$ cat src/rtl/core/pcrc_pkg.sv
`timescale 1ns / 1ps

package pcrc_pkg;

   // CRC-16-CCITT, MSB first, no final xor
   localparam logic [15:0] CRC_INIT = 16'hFFFF;
   localparam logic [15:0] CRC_POLY = 16'h1021;
   localparam logic [15:0] CRC_TOP  = 16'h8000;

   localparam int unsigned CSR_INDEX_WIDTH = 1;
   localparam int unsigned CSR_DATA_WIDTH  = 8;

   localparam logic [CSR_INDEX_WIDTH-1:0] CSR_HEADER_FIRST  = 1'd0;
   localparam logic [CSR_INDEX_WIDTH-1:0] CSR_HEADER_SECOND = 1'd1;

   localparam logic [7:0] HEADER_FIRST_RESET  = 8'd170;
   localparam logic [7:0] HEADER_SECOND_RESET = 8'd85;

   // Position within the fixed part of the packet
   localparam logic [2:0] POS_HEADER_FIRST  = 3'd0;
   localparam logic [2:0] POS_HEADER_SECOND = 3'd1;
   localparam logic [2:0] POS_COMMAND       = 3'd2;
   localparam logic [2:0] POS_LENGTH        = 3'd3;
   localparam logic [2:0] POS_DATA          = 3'd4;

   localparam logic MODE_BYTE = 1'b0;
   localparam logic MODE_END  = 1'b1;

   typedef enum logic [1:0] {
      STATUS_OK     = 2'd0,
      STATUS_FORMAT = 2'd1,
      STATUS_CRC    = 2'd2
   } status_type;

   typedef struct packed {
      status_type  status;
      logic [15:0] crc;
   } result_type;

endpackage

$ cat src/rtl/core/pcrc_crc_byte.sv
`timescale 1ns / 1ps

module pcrc_crc_byte (
   input  logic [15:0] crc,
   input  logic [7:0]  data_byte,
   output logic [15:0] crc_next
);
   import pcrc_pkg::*;

   always_comb begin
      logic [15:0] c;
      c = crc ^ {data_byte, 8'h00};
      for (int k = 0; k < 8; k++) begin
         if ((c & CRC_TOP) != 16'h0000) begin
            c = (c << 1) ^ CRC_POLY;
         end else begin
            c = c << 1;
         end
      end
      crc_next = c;
   end

endmodule

$ cat src/rtl/core/pcrc_frame.sv
`timescale 1ns / 1ps

module pcrc_frame #(
   parameter int unsigned MAX_PAYLOAD = 58
) (
   input  logic                 clock,
   input  logic                 reset,
   input  logic                 step,
   input  logic                 mode,
   input  logic [7:0]           data_byte,
   input  logic [15:0]          received_crc,
   input  logic [7:0]           header_first,
   input  logic [7:0]           header_second,
   output pcrc_pkg::result_type result
);
   import pcrc_pkg::*;

   localparam logic [7:0] MAX_LEN = 8'(MAX_PAYLOAD);

   logic [15:0] crc_ff, crc_in;
   logic [2:0]  pos_ff, pos_in;
   logic [7:0]  len_ff, len_in;
   logic        fault_ff, fault_in;
   logic [15:0] crc_next;
   logic        short_pkt;

   pcrc_crc_byte u_crc (
      .crc       (crc_ff),
      .data_byte (data_byte),
      .crc_next  (crc_next)
   );

   always_comb begin
      crc_in   = crc_ff;
      pos_in   = pos_ff;
      len_in   = len_ff;
      fault_in = fault_ff;
      if (step) begin
         if (mode == MODE_END) begin
            crc_in   = CRC_INIT;
            pos_in   = POS_HEADER_FIRST;
            len_in   = 8'd0;
            fault_in = 1'b0;
         end else if (pos_ff != POS_DATA) begin
            if (pos_ff == POS_HEADER_FIRST && data_byte != header_first) begin
               fault_in = 1'b1;
            end
            if (pos_ff == POS_HEADER_SECOND && data_byte != header_second) begin
               fault_in = 1'b1;
            end
            if (pos_ff == POS_LENGTH) begin
               len_in = data_byte;
               if (data_byte > MAX_LEN) begin
                  fault_in = 1'b1;
               end
            end
            crc_in = crc_next;
            pos_in = pos_ff + 3'd1;
         end else if (len_ff != 8'd0) begin
            crc_in = crc_next;
            len_in = len_ff - 8'd1;
         end
      end
   end

   always_ff @(posedge clock) begin
      if (reset) begin
         crc_ff   <= CRC_INIT;
         pos_ff   <= POS_HEADER_FIRST;
         len_ff   <= 8'd0;
         fault_ff <= 1'b0;
      end else begin
         crc_ff   <= crc_in;
         pos_ff   <= pos_in;
         len_ff   <= len_in;
         fault_ff <= fault_in;
      end
   end

   // Short: fixed part unfinished or declared data still owed
   assign short_pkt = (pos_ff != POS_DATA) || (len_ff != 8'd0);

   always_comb begin
      result.crc = crc_ff;
      priority if (fault_ff || short_pkt) begin
         result.status = STATUS_FORMAT;
      end else if (received_crc != crc_ff) begin
         result.status = STATUS_CRC;
      end else begin
         result.status = STATUS_OK;
      end
   end

endmodule

$ cat config.mk
export PLATFORM = sky130hd
export DESIGN_NAME = pcrc_frame
export DESIGN_NICKNAME = d
export VERILOG_FILES = /design/src/rtl/core/pcrc_pkg.sv /design/src/rtl/core/pcrc_crc_byte.sv /design/src/rtl/core/pcrc_frame.sv
export SDC_FILE = /design/constraint.sdc
export NUM_CORES = 1
export LEC_CHECK = 0
export BUFFER_PORTS_ARGS = -buffer_cell sky130_fd_sc_hd__buf_2
export CORE_MARGIN = 2
export CORE_UTILIZATION = 56
export DETAILED_ROUTE_END_ITERATION = 8
export GPL_TIMING_DRIVEN = 1
export PLACE_DENSITY = 0.86
export SETUP_SLACK_MARGIN = 0.4
export SYNTH_ARGS = -nofsm -noshare
export SYNTH_HDL_FRONTEND = slang
export SYNTH_SLANG_ARGS = --single-unit
$ cat constraint.sdc
create_clock -name clock -period 5.1 [get_ports clock]
set_input_delay 1.02 -clock clock [delete_from_list [all_inputs] [get_ports clock]]
set_output_delay 1.02 -clock clock [all_outputs]
set_load 0.05 [all_outputs]
==> results.py, run 1 <==
metrics = {
    "status": {
        "status": "finished, final reports clean",
    },
    "worst_setup_path": {
        "critical_path.cell_chain": "inv_1 -> ha_1 -> nand2_1 -> or3_2 -> nor2_1 -> buf_2",
        "cp.required_ns": 4.08,
        "path_class": "flop to primary output",
        "worst_ep_arrival_time_ns": 2.32,
        "startpoint_type": "flop",
        "crit_path_end_kind": "primary output",
        "critPathMaxFanout": 16,
        "slowest_stage": "or3_2",
        "cpPeakStageDelay_ns": 0.58,
    },
    "floorplanning": {
        "die_w_um": 65.1,
        "dieArea_mm2": 0.00424,
        "die_h_um": 65.1,
        "io_pins": 62,
        "rows": 22,
        "initial_core_util_pct": 57.5,
        "core_area_mm2": 0.00363,
    },
    "route": {
        "wl_per_cell_um": 15.7,
        "wl_um": 5350,
        "ant_nets": 0,
        "viasPerCell": 5.89,
        "first_iter_violations": 187,
        "drtPass1Iterations": 4,
        "vias": 2004,
        "drc": 0,
    },
    "hold_path": {
        "hp-class": "flop to flop",
    },
    "job": {
        "max-cap-violations": 0,
    },
    "final_layout": {
        "nFillCells": 313,
        "register_area_um2": 561,
        "postLayoutCellArea_mm2": 0.00243,
        "final_layout_size_suffix_gt1_share_pct": 29.5,
        "area_growth_pct": 16.4,
        "fin_nets": 343,
        "diodes": 0,
        "multi_input_area_mm2": 0.00141,
    },
    "placed_design": {
        "portBuffers": 61,
        "pre_cts_ws_ns": 2.07,
        "hpwl_um": 4050,
        "place.gp.congestion": 0.926,
        "place_area_mm2": 0.00236,
    },
    "clock_network": {
        "clk_pin_slew_ns": 0.11,
        "cts_resized": 0,
        "cts_hold_buf": 0,
        "post-cts-setup-buffer-count": 0,
        "cts_sinks": 28,
        "ctsHtreeMaxLevel": 1,
        "root_buffer": "clkbuf_8",
        "insertion_delay_ns": 0.29,
        "cts_tree": "built",
        "cts.path.max_buffers": 2,
        "cts_made_buffers": 3,
    },
    "sta": {
        "fin_ws_ns": 1.76,
        "final_hold_viol_count": 0,
        "max_slew_margin_pct": 61.0,
        "grt_setup_unrepaired": "no",
        "slew_violations": 0,
        "setup_tns_ns": 0,
        "worst_pin_slew_ns": 0.582,
        "finalCritPeriodShare_pct": 65.6,
        "finalSetupViolCount": 0,
        "fmax_mhz": 299,
        "skew_ns": 0.0123,
        "layout_min_cycle_time_ns": 3.34,
    },
    "grt": {
        "antenna_found_initial": 0,
        "grt_first_pass_wirelength_um": 8820,
        "grt_pass1_vias": 1845,
        "grt_start_max_net_pins": 25,
        "track_usage_pct": 26.6,
        "overflow": 0,
    },
    "synth": {
        "synthArstFlopShare_pct": 0,
        "synthDistinctLibCells": 43,
        "synth_mux_area_share_pct": 0,
        "synth_top_family_by_area": "XOR/XNOR gates",
        "yosysMostFrequentCell": "xnor2_1",
        "ys.flop_type": "dfxtp_1",
        "synth_commonest_cells": "48 x xnor2_1, 28 x dfxtp_1, 17 x nor3_1",
        "synth_area_leaders": "dfxtp_1 27%, xnor2_1 20%, nor3_1 4.1%",
        "synth_seq_area_share_pct": 26.8,
        "synth_top_area_share_pct": 26.8,
        "avgSynthCellArea_um2": 8.60,
        "syn_nets": 293,
        "synthCells": 243,
        "synthSimpleGateAreaFrac_pct": 19.4,
        "ys_warn_count": 0,
        "synth_fa_ha_area_share_pct": 3.59,
        "ys_seq_elements": 28,
        "synth_xor_area_share_pct": 23.5,
        "synth.cell_area_mm2": 0.00209,
        "synth_edf_count": 0,
        "synth_compound_area_share_pct": 20.8,
        "synth_top_area_cell": "dfxtp_1",
    },
    "power": {
        "power.density_mw_per_mm2": 258,
        "irDropWorstVdd_mv": 0.120,
        "finalPower_mw": 0.628,
        "p_leak_nw": 0.927,
    },
}
sequential cells by signal, indices dropped and copies added, names as in the netlist:
signal	flops
crc_ff	16
len_ff	8
pos_ff	3
fault_ff	1
layout make-up:
class / instances / share of cell area (%)
flip-flops and latches: 28 / 23.0
multi-input cells: 191 / 57.8
clock buffers: 3 / 1.70
inverters: 8 / 1.23
clock inverters: 1 / 1.23
well taps: 48 / 2.47
repair buffers: 61 / 12.5
layout by cell type (no fill, tap or decap), types with 9 or more instances in the layout:
cell type / n
a21oi_1: 11
a31oi_1: 9
buf_2: 61
dfxtp_1: 28
nor2_1: 15
nor3_1: 17
o21ai_0: 14
xnor2_1: 48
cell families after synthesis:
kind of cell	after synthesis
adder cells (fa/ha/maj)	6
flip-flops	28
AND/OR/NAND/NOR	68
AO/OA/AOI/OAI	61
buffers and inverters	24
XOR/XNOR	56
critical path, delay by kind of cell, from the launching register on:
family | cells | cell delay, ns
and+or+nand+nor | 3 | 1.07
buffers and inverters | 2 | 0.35
adders and majority gates | 1 | 0.25
DFF | 1 | 0.37
through the flow:
| stage | utilization (%) | std cells | hold slack, ns |
|---|---|---|---|
| finish | 67.0 | 340 | 0.499 |
| global route | 67.0 | 340 | 0.509 |
| CTS | 67.0 | 340 | 0.497 |
| detailed placement | 65.0 | 336 | 0.471 |
| global placement | 65.0 | 336 | 0.464 |
| floorplan | - | 243 | 0.451 |
per-layer routing:
metal  part of all wire (%)  track usage [%]  routed length, um
met1                     42             35.9               2240
met2                     46             44.2               2480
met3                    9.4             4.28                503
met4                    2.4             7.03                129
met5                      0                0                  0
where the power goes:
group	total [mW]	switching, mW	leakage (nW)	internal, mW
sequential	0.248	0.0173	0.228	0.230
clock	0.182	0.0771	0.0357	0.105
combinational	0.197	0.117	0.663	0.0804
final timing paths:
check	start	endpoint	slack (ns)	depth (start not counted)
setup / recovery	pos_ff[0]$_SDFFE_PP0P_	result[17]	1.76	6
hold / removal	fault_ff$_SDFFE_PP0P_	fault_ff$_SDFFE_PP0P_	0.50	1
setup reg to reg	pos_ff[0]$_SDFFE_PP0P_	len_ff[0]$_SDFFE_PP0P_	3.06	6
hold reg to reg	fault_ff$_SDFFE_PP0P_	fault_ff$_SDFFE_PP0P_	0.50	1
Note: power is estimated with default switching activity, not from simulation.
==> run 2, diff against run 1 <==
CORE_UTILIZATION = 52   (was 56)
PLACE_DENSITY = 0.8   (was 0.86)
clock period = 3.17 ns   (was 5.1 ns; I/O delays follow)
==> results.py, run 2 (synthesized netlist as in run 1, its figures left out) <==
metrics = {
    "floorplanning": {
        "dieArea_mm2": 0.00454,
        "core_area_mm2": 0.00394,
        "initial_core_util_pct": 53.0,
        "rows": 23,
        "die_h_um": 67.4,
        "die_w_um": 67.4,
        "io_pins": 62,
    },
    "route": {
        "drc": 0,
        "ant_nets": 0,
        "wl_um": 5330,
        "drtPass1Iterations": 4,
        "vias": 1940,
        "first_iter_violations": 107,
        "viasPerCell": 5.66,
        "wl_per_cell_um": 15.5,
    },
    "sta": {
        "grt_setup_unrepaired": "no",
        "worst_pin_slew_ns": 0.524,
        "fin_ws_ns": 0.504,
        "finalSetupViolCount": 0,
        "final_hold_viol_count": 0,
        "skew_ns": 0.0109,
        "slew_violations": 0,
        "layout_min_cycle_time_ns": 2.67,
        "setup_tns_ns": 0,
        "finalCritPeriodShare_pct": 84.1,
        "fmax_mhz": 375,
        "fin_hold_ws_ns": 0.506,
        "max_slew_margin_pct": 65.0,
    },
    "final_layout": {
        "final_common_cell": "buf_2",
        "diodes": 0,
        "fin_nets": 344,
        "area_growth_pct": 17.4,
        "fin_util_pct": 62.2,
        "top_register": "crc_ff",
        "mostFrequentLayoutCells": "60 x buf_2, 48 x xnor2_1, 27 x dfxtp_1",
        "nFillCells": 360,
        "largest_reg_flops": 16,
        "reg_top3": "crc_ff: 16 flops, len_ff: 8 flops, pos_ff: 3 flops",
        "final_layout_size_suffix_gt1_share_pct": 30.4,
    },
    "clock_network": {
        "cts_made_buffers": 3,
        "cts_sinks": 28,
        "clk_pin_slew_ns": 0.09,
        "cts_tree": "built",
        "ctsHtreeMaxLevel": 1,
        "root_buffer": "clkbuf_8",
        "post-cts-setup-buffer-count": 0,
        "cts.path.max_buffers": 2,
        "insertion_delay_ns": 0.28,
    },
    "grt": {
        "antenna_found_initial": 0,
        "grtUsageMet2_pct": 45.0,
        "grt_start_max_net_pins": 25,
        "met1_usage_pct": 30.1,
        "grt_busiest_layer": "met2",
        "track_usage_pct": 25.0,
        "use_met3_pct": 3.67,
        "grt_pass1_vias": 1875,
        "overflow": 0,
        "grt_first_pass_wirelength_um": 8560,
    },
    "job": {
        "max-cap-violations": 0,
    },
    "power": {
        "p_leak_nw": 0.932,
        "finalPower_mw": 1.00,
        "irDropWorstVdd_mv": 0.198,
        "power.density_mw_per_mm2": 408,
    },
    "hold_path": {
        "hp-class": "flop to flop",
    },
    "worst_setup_path": {
        "startpoint_type": "flop",
        "critPathMaxFanout": 5,
        "crit_path_end_kind": "primary output",
        "path_class": "flop to primary output",
        "cp.required_ns": 2.54,
        "worst_ep_arrival_time_ns": 2.03,
    },
    "placed_design": {
        "pre_cts_ws_ns": 0.718,
        "hpwl_um": 4130,
        "portBuffers": 61,
        "place.gp.congestion": 0.825,
    },
    "status": {
        "status": "finished, final reports clean",
    },
}
-- run 2: layer usage --
layer	up-vias	wire (um)
li1	955	-
met1	904	2280
met2	69	2630
met3	12	291
met4	0	121
met5	-	0
-- run 2: area by class of cell --
| class | instances | area, um^2 | share of cell area, % |
|---|---|---|---|
| Timing Repair Buffer | 62 | 319 | 13.0 |
| Clock inverter | 1 | 30.0 | 1.22 |
| Multi-Input combinational cell | 191 | 1410 | 57.4 |
| Tap cell | 50 | 62.6 | 2.55 |
| Sequential cell | 28 | 562 | 22.9 |
| Inverter | 8 | 30.0 | 1.22 |
| Clock buffer | 3 | 41.3 | 1.68 |
-- run 2: timing repair --
item                       4_1_cts  5_1_grt
setup endpoints to repair        0        1
hold buffers                     0        0
gates resized for setup          0        4
-- run 2: power by group --
group / leakage, nW / switching, mW / total [mW] / internal, mW
registers: 0.229 / 0.0293 / 0.400 / 0.371
logic: 0.667 / 0.184 / 0.313 / 0.129
clock network: 0.0357 / 0.118 / 0.287 / 0.169
total: 0.932 / 0.331 / 1.00 / 0.670
-- run 2: worst paths after layout --
| path | cells after the start | slack (ns) | to | startpoint |
|---|---|---|---|---|
| worst max-delay path | 5 | 0.50 | result[17] | len_ff[4]$_SDFFE_PP0P_ |
| worst min-delay path | 2 | 0.51 | len_ff[7]$_SDFFE_PP0P_ | len_ff[7]$_SDFFE_PP0P_ |
| worst max register to register | 7 | 1.23 | len_ff[4]$_SDFFE_PP0P_ | pos_ff[0]$_SDFFE_PP0P_ |
| worst min register to register | 2 | 0.51 | len_ff[7]$_SDFFE_PP0P_ | len_ff[7]$_SDFFE_PP0P_ |
-- run 2: metrics by stage --
stage,cell area (um^2),std cells
2_1_floorplan,2090,243
3_3_place_gp,2370,339
3_5_place_dp,2370,339
4_1_cts,2450,343
5_1_grt,2450,343
6_report,2450,343
-- run 2: worst max-delay path: stages (launching register included) --
cell     delay (ns)
dfxtp_1        0.36
nor4_4         0.42
nand3_4        0.15
or3_2          0.51
nor2_2         0.14
buf_6          0.16
